[src/rtl/i2w_pkg.sv]
// shared types and constants for the integer to english word codes block
// no dependencies
package i2w_pkg;

    localparam int NUMBER_W  = 31;
    localparam int WORD_W    = 5;
    localparam int BCD_DIGITS = 10;
    localparam int BCD_W     = 4 * BCD_DIGITS;
    localparam int PAD_W     = 48;
    localparam int GROUPS    = 4;
    localparam int CNT_W     = $clog2(NUMBER_W);

    localparam logic [WORD_W-1:0] WORD_ZERO      = 5'd0;
    localparam logic [WORD_W-1:0] WORD_TEN       = 5'd10;
    localparam logic [WORD_W-1:0] WORD_TENS_BASE = 5'd18;
    localparam logic [WORD_W-1:0] WORD_HUNDRED   = 5'd28;
    localparam logic [WORD_W-1:0] WORD_THOUSAND  = 5'd29;

    localparam logic [2:0] SLOT_DIGIT   = 3'd0;
    localparam logic [2:0] SLOT_HUNDRED = 3'd1;
    localparam logic [2:0] SLOT_REST    = 3'd2;
    localparam logic [2:0] SLOT_ONES    = 3'd3;
    localparam logic [2:0] SLOT_SCALE   = 3'd4;

    typedef enum logic [1:0] {
        CONV_IDLE  = 2'b01,
        CONV_SHIFT = 2'b10
    } conv_state_t;

    typedef enum logic [1:0] {
        SPELL_IDLE = 2'b01,
        SPELL_RUN  = 2'b10
    } spell_state_t;

    typedef struct packed {
        logic             busy;
        logic             done;
        logic [BCD_W-1:0] bcd;
    } conv_out_t;

endpackage

[src/rtl/i2w_number_if.sv]
// input channel carrying one number per transfer
// depends on i2w_pkg
interface i2w_number_if;
    logic                        valid;
    logic                        ready;
    logic [i2w_pkg::NUMBER_W-1:0] number;

    modport source (output valid, output number, input ready);
    modport sink (input valid, input number, output ready);
endinterface

[src/rtl/i2w_word_if.sv]
// output channel carrying one word code per transfer
// depends on i2w_pkg
interface i2w_word_if;
    logic                       valid;
    logic                       ready;
    logic [i2w_pkg::WORD_W-1:0] word;
    logic                       last_word;

    modport source (output valid, output word, output last_word, input ready);
    modport sink (input valid, input word, input last_word, output ready);
endinterface

[src/rtl/i2w_bcd_conv.sv]
// bit-serial binary to bcd converter, one shift-and-adjust step per cycle
// depends on i2w_pkg
module i2w_bcd_conv (
    input  logic                         clk,
    input  logic                         rst_n,
    input  logic                         start,
    input  logic [i2w_pkg::NUMBER_W-1:0] number,
    output i2w_pkg::conv_out_t           status
);

    localparam logic [i2w_pkg::CNT_W-1:0] CNT_LAST = i2w_pkg::CNT_W'(i2w_pkg::NUMBER_W - 1);

    i2w_pkg::conv_state_t             state_reg, state_next;
    logic [i2w_pkg::CNT_W-1:0]        cnt_reg, cnt_next;
    logic                             done_reg, done_next;
    logic [i2w_pkg::NUMBER_W-1:0]     bin_reg, bin_next;
    logic [i2w_pkg::BCD_W-1:0]        bcd_reg, bcd_next;
    logic [i2w_pkg::BCD_W-1:0]        adj;

    always_comb
    begin
        for (int k = 0; k < i2w_pkg::BCD_DIGITS; k++)
        begin
            if (bcd_reg[4*k +: 4] >= 4'd5)
                adj[4*k +: 4] = bcd_reg[4*k +: 4] + 4'd3;
            else
                adj[4*k +: 4] = bcd_reg[4*k +: 4];
        end
    end

    always_comb
    begin
        state_next = state_reg;
        cnt_next   = cnt_reg;
        done_next  = 1'b0;
        bin_next   = bin_reg;
        bcd_next   = bcd_reg;
        unique case (state_reg)
            i2w_pkg::CONV_IDLE:
            begin
                if (start)
                begin
                    bin_next   = number;
                    bcd_next   = '0;
                    cnt_next   = '0;
                    state_next = i2w_pkg::CONV_SHIFT;
                end
            end
            i2w_pkg::CONV_SHIFT:
            begin
                bcd_next = {adj[i2w_pkg::BCD_W-2:0], bin_reg[i2w_pkg::NUMBER_W-1]};
                bin_next = {bin_reg[i2w_pkg::NUMBER_W-2:0], 1'b0};
                cnt_next = cnt_reg + 1'b1;
                if (cnt_reg == CNT_LAST)
                begin
                    done_next  = 1'b1;
                    state_next = i2w_pkg::CONV_IDLE;
                end
            end
            default:
            begin
                state_next = i2w_pkg::CONV_IDLE;
            end
        endcase
    end

    always_ff @(posedge clk or negedge rst_n)
    begin
        if (!rst_n)
        begin
            state_reg <= i2w_pkg::CONV_IDLE;
            cnt_reg   <= '0;
            done_reg  <= 1'b0;
        end
        else
        begin
            state_reg <= state_next;
            cnt_reg   <= cnt_next;
            done_reg  <= done_next;
        end
    end

    always_ff @(posedge clk)
    begin
        bin_reg <= bin_next;
        bcd_reg <= bcd_next;
    end

    assign status.busy = (state_reg != i2w_pkg::CONV_IDLE) || done_reg;
    assign status.done = done_reg;
    assign status.bcd  = bcd_reg;

endmodule

[src/rtl/i2w_speller.sv]
// word sequencer: walks three-digit groups and word slots, emitting words
// depends on i2w_pkg and i2w_word_if
module i2w_speller (
    input  logic               clk,
    input  logic               rst_n,
    input  i2w_pkg::conv_out_t conv,
    output logic               busy,
    i2w_word_if.source         word_chan
);

    i2w_pkg::spell_state_t          state_reg, state_next;
    logic [i2w_pkg::BCD_W-1:0]      bcd_reg, bcd_next;
    logic [1:0]                     level_reg, level_next;
    logic [2:0]                     slot_reg, slot_next;
    logic                           ovalid_reg, ovalid_next;
    logic [i2w_pkg::WORD_W-1:0]     oword_reg, oword_next;
    logic                           olast_reg, olast_next;

    logic [i2w_pkg::PAD_W-1:0]      pad;
    logic [11:0]                    grp;
    logic [3:0]                     hund, tens, ones;
    logic [i2w_pkg::GROUPS-1:0]     grp_nz;
    logic [4:0]                     slot_v;
    logic [i2w_pkg::WORD_W-1:0]     slot_word;
    logic                           later, lower, is_last, can_load;

    always_comb
    begin
        pad  = {{(i2w_pkg::PAD_W - i2w_pkg::BCD_W){1'b0}}, bcd_reg};
        for (int g = 0; g < i2w_pkg::GROUPS; g++)
            grp_nz[g] = (pad[12*g +: 12] != 12'd0);
        grp  = pad[12*level_reg +: 12];
        hund = grp[11:8];
        tens = grp[7:4];
        ones = grp[3:0];

        slot_v[i2w_pkg::SLOT_DIGIT]   = (hund != 4'd0);
        slot_v[i2w_pkg::SLOT_HUNDRED] = (hund != 4'd0);
        slot_v[i2w_pkg::SLOT_REST]    = (tens != 4'd0) || (ones != 4'd0);
        slot_v[i2w_pkg::SLOT_ONES]    = (tens >= 4'd2) && (ones != 4'd0);
        slot_v[i2w_pkg::SLOT_SCALE]   = (level_reg != 2'd0);

        case (slot_reg)
            i2w_pkg::SLOT_DIGIT:   slot_word = {1'b0, hund};
            i2w_pkg::SLOT_HUNDRED: slot_word = i2w_pkg::WORD_HUNDRED;
            i2w_pkg::SLOT_REST:
            begin
                if (tens >= 4'd2)
                    slot_word = i2w_pkg::WORD_TENS_BASE + {1'b0, tens};
                else if (tens == 4'd1)
                    slot_word = i2w_pkg::WORD_TEN + {1'b0, ones};
                else
                    slot_word = {1'b0, ones};
            end
            i2w_pkg::SLOT_ONES:    slot_word = {1'b0, ones};
            default:               slot_word = i2w_pkg::WORD_HUNDRED + {3'b000, level_reg};
        endcase

        later    = |(slot_v & ~((5'd2 << slot_reg) - 5'd1));
        lower    = |(grp_nz & ((4'd1 << level_reg) - 4'd1));
        is_last  = !later && !lower;
        can_load = !ovalid_reg || word_chan.ready;
    end

    always_comb
    begin
        state_next  = state_reg;
        bcd_next    = bcd_reg;
        level_next  = level_reg;
        slot_next   = slot_reg;
        oword_next  = oword_reg;
        olast_next  = olast_reg;
        ovalid_next = ovalid_reg && !word_chan.ready;
        unique case (state_reg)
            i2w_pkg::SPELL_IDLE:
            begin
                if (conv.done)
                begin
                    bcd_next   = conv.bcd;
                    level_next = 2'd3;
                    slot_next  = i2w_pkg::SLOT_DIGIT;
                    state_next = i2w_pkg::SPELL_RUN;
                end
            end
            i2w_pkg::SPELL_RUN:
            begin
                if (grp_nz == '0)
                begin
                    if (can_load)
                    begin
                        ovalid_next = 1'b1;
                        oword_next  = i2w_pkg::WORD_ZERO;
                        olast_next  = 1'b1;
                        state_next  = i2w_pkg::SPELL_IDLE;
                    end
                end
                else if (!grp_nz[level_reg])
                begin
                    level_next = level_reg - 2'd1;
                    slot_next  = i2w_pkg::SLOT_DIGIT;
                end
                else if (!slot_v[slot_reg] || can_load)
                begin
                    if (slot_v[slot_reg])
                    begin
                        ovalid_next = 1'b1;
                        oword_next  = slot_word;
                        olast_next  = is_last;
                    end
                    if (slot_v[slot_reg] && is_last)
                        state_next = i2w_pkg::SPELL_IDLE;
                    else if (slot_reg == i2w_pkg::SLOT_SCALE)
                    begin
                        level_next = level_reg - 2'd1;
                        slot_next  = i2w_pkg::SLOT_DIGIT;
                    end
                    else
                        slot_next = slot_reg + 3'd1;
                end
            end
            default:
            begin
                state_next = i2w_pkg::SPELL_IDLE;
            end
        endcase
    end

    always_ff @(posedge clk or negedge rst_n)
    begin
        if (!rst_n)
        begin
            state_reg  <= i2w_pkg::SPELL_IDLE;
            level_reg  <= '0;
            slot_reg   <= i2w_pkg::SLOT_DIGIT;
            ovalid_reg <= 1'b0;
        end
        else
        begin
            state_reg  <= state_next;
            level_reg  <= level_next;
            slot_reg   <= slot_next;
            ovalid_reg <= ovalid_next;
        end
    end

    always_ff @(posedge clk)
    begin
        bcd_reg   <= bcd_next;
        oword_reg <= oword_next;
        olast_reg <= olast_next;
    end

    assign busy                = (state_reg != i2w_pkg::SPELL_IDLE);
    assign word_chan.valid     = ovalid_reg;
    assign word_chan.word      = oword_reg;
    assign word_chan.last_word = olast_reg;

endmodule

[src/rtl/integer_to_english_word_codes_top.sv]
// top level of the integer to english word codes block
// depends on i2w_pkg, i2w_number_if, i2w_word_if, i2w_bcd_conv, i2w_speller
//
//  channel      role    payload
//  number_chan  sink    number[30:0]
//  word_chan    source  word[4:0], last_word
//
// one number passes the input transfer, the bit-serial bcd converter, a handoff
// into the speller, then the speller, which takes a step for each word slot and
// for each skipped zero group
// reset clears all control state; nothing else needs clearing
// a stall on word_chan holds the output register and stops the speller at its next word
// number_chan is ready again once the final word sits in the output register
module integer_to_english_word_codes_top (
    input  logic        clk,
    input  logic        rst_n,
    i2w_number_if.sink  number_chan,
    i2w_word_if.source  word_chan
);

    i2w_pkg::conv_out_t conv;
    logic               spell_busy;
    logic               start;

    assign number_chan.ready = !conv.busy && !spell_busy;
    assign start             = number_chan.valid && number_chan.ready;

    i2w_bcd_conv u_conv (
        .clk    (clk),
        .rst_n  (rst_n),
        .start  (start),
        .number (number_chan.number),
        .status (conv)
    );

    i2w_speller u_speller (
        .clk       (clk),
        .rst_n     (rst_n),
        .conv      (conv),
        .busy      (spell_busy),
        .word_chan (word_chan)
    );

endmodule

[src/flat_wrapper.sv]
// flat-port wrapper written by rule: the top's interface ports become plain ports
module integer_to_english_word_codes_top_flat 
  (clk, rst_n, number_chan_valid, number_chan_number, number_chan_ready, word_chan_valid, word_chan_word, word_chan_last_word, word_chan_ready);
  i2w_number_if number_chan_i ();
  i2w_word_if word_chan_i ();
  input  logic clk;
  input  logic rst_n;
  input wire logic [$bits(number_chan_i.valid)-1:0] number_chan_valid;
  input wire logic [$bits(number_chan_i.number)-1:0] number_chan_number;
  output wire logic [$bits(number_chan_i.ready)-1:0] number_chan_ready;
  output wire logic [$bits(word_chan_i.valid)-1:0] word_chan_valid;
  output wire logic [$bits(word_chan_i.word)-1:0] word_chan_word;
  output wire logic [$bits(word_chan_i.last_word)-1:0] word_chan_last_word;
  input wire logic [$bits(word_chan_i.ready)-1:0] word_chan_ready;
  assign number_chan_i.valid = number_chan_valid;
  assign number_chan_i.number = number_chan_number;
  assign number_chan_ready = number_chan_i.ready;
  assign word_chan_valid = word_chan_i.valid;
  assign word_chan_word = word_chan_i.word;
  assign word_chan_last_word = word_chan_i.last_word;
  assign word_chan_i.ready = word_chan_ready;
  integer_to_english_word_codes_top u_core (.clk(clk), .rst_n(rst_n), .number_chan(number_chan_i), .word_chan(word_chan_i));
endmodule
[config.mk]
export PLATFORM = sky130hd
export DESIGN_NAME = integer_to_english_word_codes_top_flat
export DESIGN_NICKNAME = d
export VERILOG_FILES = /design/src/rtl/i2w_pkg.sv /design/src/rtl/i2w_number_if.sv /design/src/rtl/i2w_word_if.sv /design/src/rtl/i2w_bcd_conv.sv /design/src/rtl/i2w_speller.sv /design/src/rtl/integer_to_english_word_codes_top.sv /design/src/flat_wrapper.sv
export SDC_FILE = /design/constraint.sdc
export NUM_CORES = 1
export LEC_CHECK = 0
export BUFFER_PORTS_ARGS = -buffer_cell sky130_fd_sc_hd__buf_2
export CORE_MARGIN = 4
export CORE_UTILIZATION = 45
export DETAILED_ROUTE_END_ITERATION = 12
export PLACE_DENSITY = 0.63
export SYNTH_ARGS = -nofsm -noshare
export SYNTH_HDL_FRONTEND = slang
export SYNTH_SLANG_ARGS = --single-unit
[constraint.sdc]
create_clock -name clk -period 5.3 [get_ports clk]
set_input_delay 0.795 -clock clk [delete_from_list [all_inputs] [get_ports clk]]
set_output_delay 0.795 -clock clk [all_outputs]
set_load 0.005 [all_outputs]
After elaboration in Yosys (flattened, before gate mapping)
Cells that the tools add are included.
{"block": "totals", "in_bits": 35, "reg_bits": 133, "out_inout_bits": 8}
{"block": "classes", "n_reduce_logical": 41, "n_lt_le_gt_ge": 13, "n_mul": 1, "add_sub_neg": 18, "shifts": 3, "n_eq_ne": 24, "mux": 65, "bitwise": 3}
{"op": "$pmux 40 s2", "count": 1}
{"op": "$pmux 31 s2", "count": 1}
{"op": "$shiftx 48x7->12", "count": 1}
{"op": "$ge 4x3->1 const B", "count": 10}
{"op": "$mux 40", "count": 1}
{"op": "$mux 5", "count": 8}
{"op": "$add 4x2->4 const B", "count": 9}
{"op": "$mux 4", "count": 9}
{"op": "$reduce_bool 12->1", "count": 3}
{"op": "$mux 31", "count": 1}
{"op": "$mux 2", "count": 14}
{"op": "$mux 3", "count": 7}
{"op": "$ne 3x3->1 const B", "count": 7}
{"op": "$pmux 5 s4", "count": 1}
{"op": "$reduce_bool 4->1", "count": 4}
{"op": "$mux 1", "count": 15}
{"op": "$reduce_and 5->1", "count": 3}
{"op": "$pmux 2 s2", "count": 3}
{"op": "$reduce_bool 2->1", "count": 6}
{"op": "$pmux 5 s2", "count": 1}
{"op": "$ne 2x1->1 const B", "count": 4}
{"op": "$logic_not 1->1", "count": 7}
{"op": "$eq 3x2->1 const B", "count": 2}
{"op": "$logic_and 1x1->1", "count": 6}
{"op": "other kinds (35)", "count": 44}

Depth between registers and ports, before layout
{"block": "logic_depth", "depth_word": 14, "ltp_mapped": 11}

Hierarchy
A second synthesis with hierarchy kept.
{"block": "unflattened", "cells_unflattened": 624, "hier_area_um2": 6954.2}
{"module": "i2w_bcd_conv", "area_each_um2": 4083.9, "n_inst": 1, "cells_each": 400, "seq_area_each_um2": 2333.5}
{"module": "i2w_speller", "area_each_um2": 2854.0, "n_inst": 1, "cells_each": 222, "seq_area_each_um2": 1582.8}
{"module": "integer_to_english_word_codes_top", "area_each_um2": 16.3, "n_inst": 1, "cells_each": 2, "seq_area_each_um2": 0.0}

Worst setup path after synthesis
Ideal clock, no wire load.
{"block": "synth_timing", "path_kind": "reg2reg", "start": "register u_core.u_conv.state_reg[0]", "end": "register u_core.u_conv.bcd_reg[0] in the netlist's numbering, enable pin", "required_time_ps": 4561, "setup_ps": 739, "path_slack_ps": 1987, "period_less_slack_ps": 3313, "stages_incl_launch_ff": 6, "arrival_ps": 2574, "n_path_buf": 3, "path_cell_list": "dfstp_2 -> nand2b_1 -> clkbuf_1 -> clkbuf_1 -> buf_1 -> nand2_1"}
{"block": "synth_via", "elab_chain_cells": 7, "word_cells_on_any_way": 10, "cone_classes": "eq/ne: 4; reduce/logical: 6"}
{"element": "start: declaration", "line_no": "i2w_bcd_conv.sv:13", "text": "i2w_pkg::conv_state_t state_reg, state_next;"}
{"element": "start signal: assignment", "line_no": "i2w_bcd_conv.sv:71", "text": "state_reg <= i2w_pkg::CONV_IDLE;"}
{"element": "start signal: assignment", "line_no": "i2w_bcd_conv.sv:77", "text": "state_reg <= state_next;"}
{"element": "$ne 2x1->1", "line_no": "i2w_bcd_conv.sv:89", "text": "assign status.busy = (state_reg != i2w_pkg::CONV_IDLE) || done_reg;"}
{"element": "$logic_or 1x1->1", "line_no": "i2w_bcd_conv.sv:89"}
{"element": "$logic_not 1->1", "line_no": "integer_to_english_word_codes_top.sv:25", "text": "assign number_chan.ready = !conv.busy && !spell_busy;"}
{"element": "$logic_and 1x1->1", "line_no": "integer_to_english_word_codes_top.sv:25"}
{"element": "$logic_and 1x1->1", "line_no": "integer_to_english_word_codes_top.sv:26", "text": "assign start = number_chan.valid && number_chan.ready;"}
{"element": "$ne 2x1->1 (no source line)"}
{"element": "$reduce_and 2->1 (no source line) *"}
{"element": "end signal: assignment", "line_no": "i2w_bcd_conv.sv:86", "text": "bcd_reg <= bcd_next;"}
{"element": "end: declaration", "line_no": "i2w_bcd_conv.sv:17", "text": "logic [i2w_pkg::BCD_W-1:0] bcd_reg, bcd_next;"}
Every way passes the cells marked *; elsewhere a longest branch is shown, timed or not.
A chain may end at the register's enable or synchronous reset.

Final worst setup path
{"block": "layout_timing", "start": "register u_core.u_speller.level_reg[1]", "end": "register u_core.u_speller.oword_reg (netlist bit u_core.u_speller.word_chan.word[3]), enable pin"}
{"block": "layout_via", "elab_chain_cells": 10, "word_cells_on_any_way": 19, "cone_classes": "mul: 1; order compare: 1; shift: 1; mux: 4; reduce/logical: 12"}
{"element": "start: declaration", "line_no": "i2w_speller.sv:13", "text": "logic [1:0] level_reg, level_next;"}
{"element": "start signal: assignment", "line_no": "i2w_speller.sv:140", "text": "level_reg <= level_next;"}
{"element": "$mul 2x2->4", "line_no": "i2w_speller.sv:32", "text": "grp = pad[12*level_reg +: 12];"}
{"element": "$shiftx 48x7->12", "line_no": "i2w_speller.sv:32"}
{"element": "$ge 4x2->1 (tied with other cells)", "line_no": "i2w_speller.sv:40", "text": "slot_v[i2w_pkg::SLOT_ONES] = (tens >= 4'd2) && (ones != 4'd0);"}
{"element": "$logic_and 1x1->1 / $logic_or 1x1->1 (equally long branches)", "line_no": "i2w_speller.sv:40, i2w_speller.sv:39"}
{"element": "$bmux 1 s3", "line_no": "i2w_speller.sv:102, i2w_speller.sv:104"}
{"element": "$mux 1 (not written as such)", "line_no": "i2w_speller.sv:102, i2w_speller.sv:104"}
{"element": "$logic_not 1->1", "line_no": "i2w_speller.sv:102", "text": "else if (!slot_v[slot_reg] || can_load)"}
{"element": "$logic_or 1x1->1", "line_no": "i2w_speller.sv:102"}
{"element": "$reduce_bool 2->1 (no source line)"}
{"element": "$reduce_and 5->1 (no source line) *"}
{"element": "end signal: assignment", "line_no": "i2w_speller.sv:149", "text": "oword_reg <= oword_next;"}
{"element": "end: declaration", "line_no": "i2w_speller.sv:16", "text": "logic [i2w_pkg::WORD_W-1:0] oword_reg, oword_next;"}
Every way passes the cells marked *; elsewhere a longest branch is shown, timed or not. The select of a mux whose other input is x is not followed.

==> summary.md <==
| Metric | Value |
|---|---|
| Layout cells sized above 1 | 0.134 |
| Placed cell count | between 800 and 900 |
| Post-synthesis cell count | 604 |
| I/O Pins | 43 |
| Final wirelength | 12600 um |
| Top Metal Used | met4 |
| HPWL after detailed placement | roughly 8600 um |
| Crit. End Element | register |
| Routed vias | ~4500 |
| Setup TNS | 0 ns |
| Worst min path class | in2async |
| Routed met1 length | between 5000 and 6000 um |
| Synth Flop Type | edfxtp_1 |
| # resized after CTS | 0 |
| 1st-iter DRT viols | 283 |
| Share of flip-flops with an asynchronous set or reset | 0.120 |
| Post-route ant nets | 0 |
| Kind of critical path | reg2reg |
| Hold Fails Final Rpt | 0 |
| CP Data Arrival Time | roughly 3.4 ns |
| Die Width | 130 um |
| Port bufs | 42 |
| Mean Syn Cell Area | 11.1 um^2 |
| DP Area | 7080 um^2 |
| First-pass GRT wire length | between 20000 and 25000 um |
| Worst-Margin Slew | 0.881 ns |
| Post-synth top area cell | edfxtp_1 |
| Number of global-route vias before repair | roughly 4400 |
| Worst-Skew Late Latency | about 0.42 ns |
| Leak Pwr | between 3 and 4 nW |
| Post-place setup slack | around 2.0 ns |
| Clock Pin Slew Worst Setup and Hold Paths | 0.06 ns |
| Wire per inst | about 15 um |
| Area Growth Syn to Fin | 14.2% |
| RSZ-0062 raised after global routing | false |
| Final nets | slightly above 700 |
| #FFs+latches synth | 133 |
| Ant. Diodes | 0 |
| Metal3 WL | 494 um |
| Number of H-tree levels | 4 |
| Fin crit share | 0.624 |
| Final GP Congestion | a little under 0.9 |
| Post-synth design cell area | 6680 um^2 |
| Minimum clock period | around 3.3 ns |
| Outcome | complete, no violations |
| CTS Buf Count | 17 |
| Maxcap violations | 0 |
| Drt first pass iters | 5 |
| Count of unique library cells instantiated by Yosys | 53 |
| Clk sink count | approximately 130 |
| DIE AREA | between 15000 and 20000 um^2 |
| CTS Buffer Depth | 2 |
| Final WS setup | 1.99 ns |
| R2R depth | 7 |
| Initial antenna violation count | 0 |
| Main area contributors after synthesis | edfxtp_1, nand2_1, ha_1, dfrtp_1, nor2_1 |
| Power Density | between 400 and 500 nW/um^2 |
| Post-Synthesis Net Count | between 600 and 700 |
| Post-synthesis sequential area ratio | 0.586 |
| Worst setup startpoint | u_core.u_speller.level_reg[1] |
| Slew margin rel. | 0.411 |
| Setup Buffers After CTS | 0 |
| Most common cell after layout, fill and taps aside | nand2_1 |
| Tot Pwr | 3.57 mW |
| F_max | ~300 MHz |
| Endpoints failing setup | 0 |
| CP Launch Type | register |
| Max-slew violations | 0 |
| Crit path required time | approximately 5.4 ns |
| Synth top area share | 0.526 |
| CTS tree | yes |
| Initial Utilization | 0.459 |
| Final non-filler cell total | 847 |
| # hold bufs at CTS | 0 |
| Fin Clk Skew | just over 0.009 ns |
| Most frequent cells in the layout | nand2_1, edfxtp_1, nor2_1 |
| Core Area | 14500 um^2 |
| Worst reg2reg path startpoint | u_core.u_speller.level_reg[1] |
| Drt drc | 0 |
| Met2 routed WL | between 5000 and 6000 um |
| Max VDD drop | 223 uV |
| All-Layer GR Usage | 0.159 |
| Final Cell Area | 7620 um^2 |
| Post-synth EDFFs | about 120 |
| GRT Residual Overflow | 0 |
| # rows | 44 |
| Yosys warnings | 0 |
| Largest net degree at the start of global routing | ~80 |
| Chip height | approximately 130 um |
| CP Max Fanout | 19 |
| Vias per inst | about 5.3 |
| CTS Root Cell | clkbuf_16 |
## metrics by stage
| stage | hold slack [ns] | utilization |
|---|---|---|
| floorplan | 0.450 | - |
| finish | 0.280 | 0.525 |
| global route | 0.292 | 0.525 |
| detailed placement | 0.488 | 0.487 |
| CTS | 0.276 | 0.525 |
| global placement | 0.477 | 0.487 |
## cells in the mapped netlist, drive strengths merged, types with 3 or more instances
cell,instances
mux2i,8
nand3,13
xor2,12
and2,3
inv,31
nor3,15
mux2,4
nor2b,6
o2bb2ai,8
clkbuf,14
or4,3
nand2b,14
o21ai,23
nor4,13
xnor2,10
nor2,54
buf,7
a221oi,3
mux4,5
nand4,3
ha,33
a21oi,40
edfxtp,117
nand2,123
dfrtp,14
## logic make-up (layout without fill, tap and decap cells)
kind of cell / count (synthesis) / in the layout / share of synthesized area
XOR/XNOR: 22 / 22 / 0.0289
adder cells (fa/ha/maj): 33 / 33 / 0.0618
multiplexers: 17 / 17 / 0.0373
AO/OA/AOI/OAI: 93 / 93 / 0.0853
buffers and inverters: 52 / 111 / 0.0309
flip-flops: 133 / 133 / 0.586
AND/OR/NAND/NOR: 254 / 254 / 0.169
## power breakdown
part / switching (mW) / internal [mW]
registers: 0.183 / 1.53
logic: 0.494 / 0.290
clock network: 0.439 / 0.643
## path summary, 6_finish.rpt
check,slack [ns],to
hold / removal,0.28,u_core.u_speller.word_chan.valid
hold reg to reg,0.50,u_core.u_speller.bcd_reg[39]
setup / recovery,1.99,u_core.u_speller.word_chan.word[3]
max in group asynchronous,4.72,u_core.u_conv.state_reg[0]
setup reg to reg,1.99,u_core.u_speller.word_chan.word[3]
min in group clk,0.50,u_core.u_speller.bcd_reg[39]
## critical path: stages, from the launching register on
cell	delay, ns
dfrtp_1	0.73
nor2b_1	0.58
o2bb2ai_1	0.28
nor3_1	0.24
a221oi_1	0.32
o21a_1	0.22
o21ai_0	0.12
nor2_1	0.43
## final cells by class
cell class	count	area, um^2
clock buffers	20	437
clock inverters	12	108
fillers	1294	6910
inverters	31	116
multi-input cells	419	2560
flip-flops and latches	133	3920
well taps	184	230
repair buffers	48	255
## layer usage
| layer | global-route usage | up-vias |
|---|---|---|
| met1 | 0.212 | 2163 |
| met5 | 0 | - |
| li1 | - | 2245 |
| met4 | 0.0752 | 0 |
| met2 | 0.243 | 99 |
| met3 | 0.0422 | 17 |
Power figures use the tool's default switching activity.
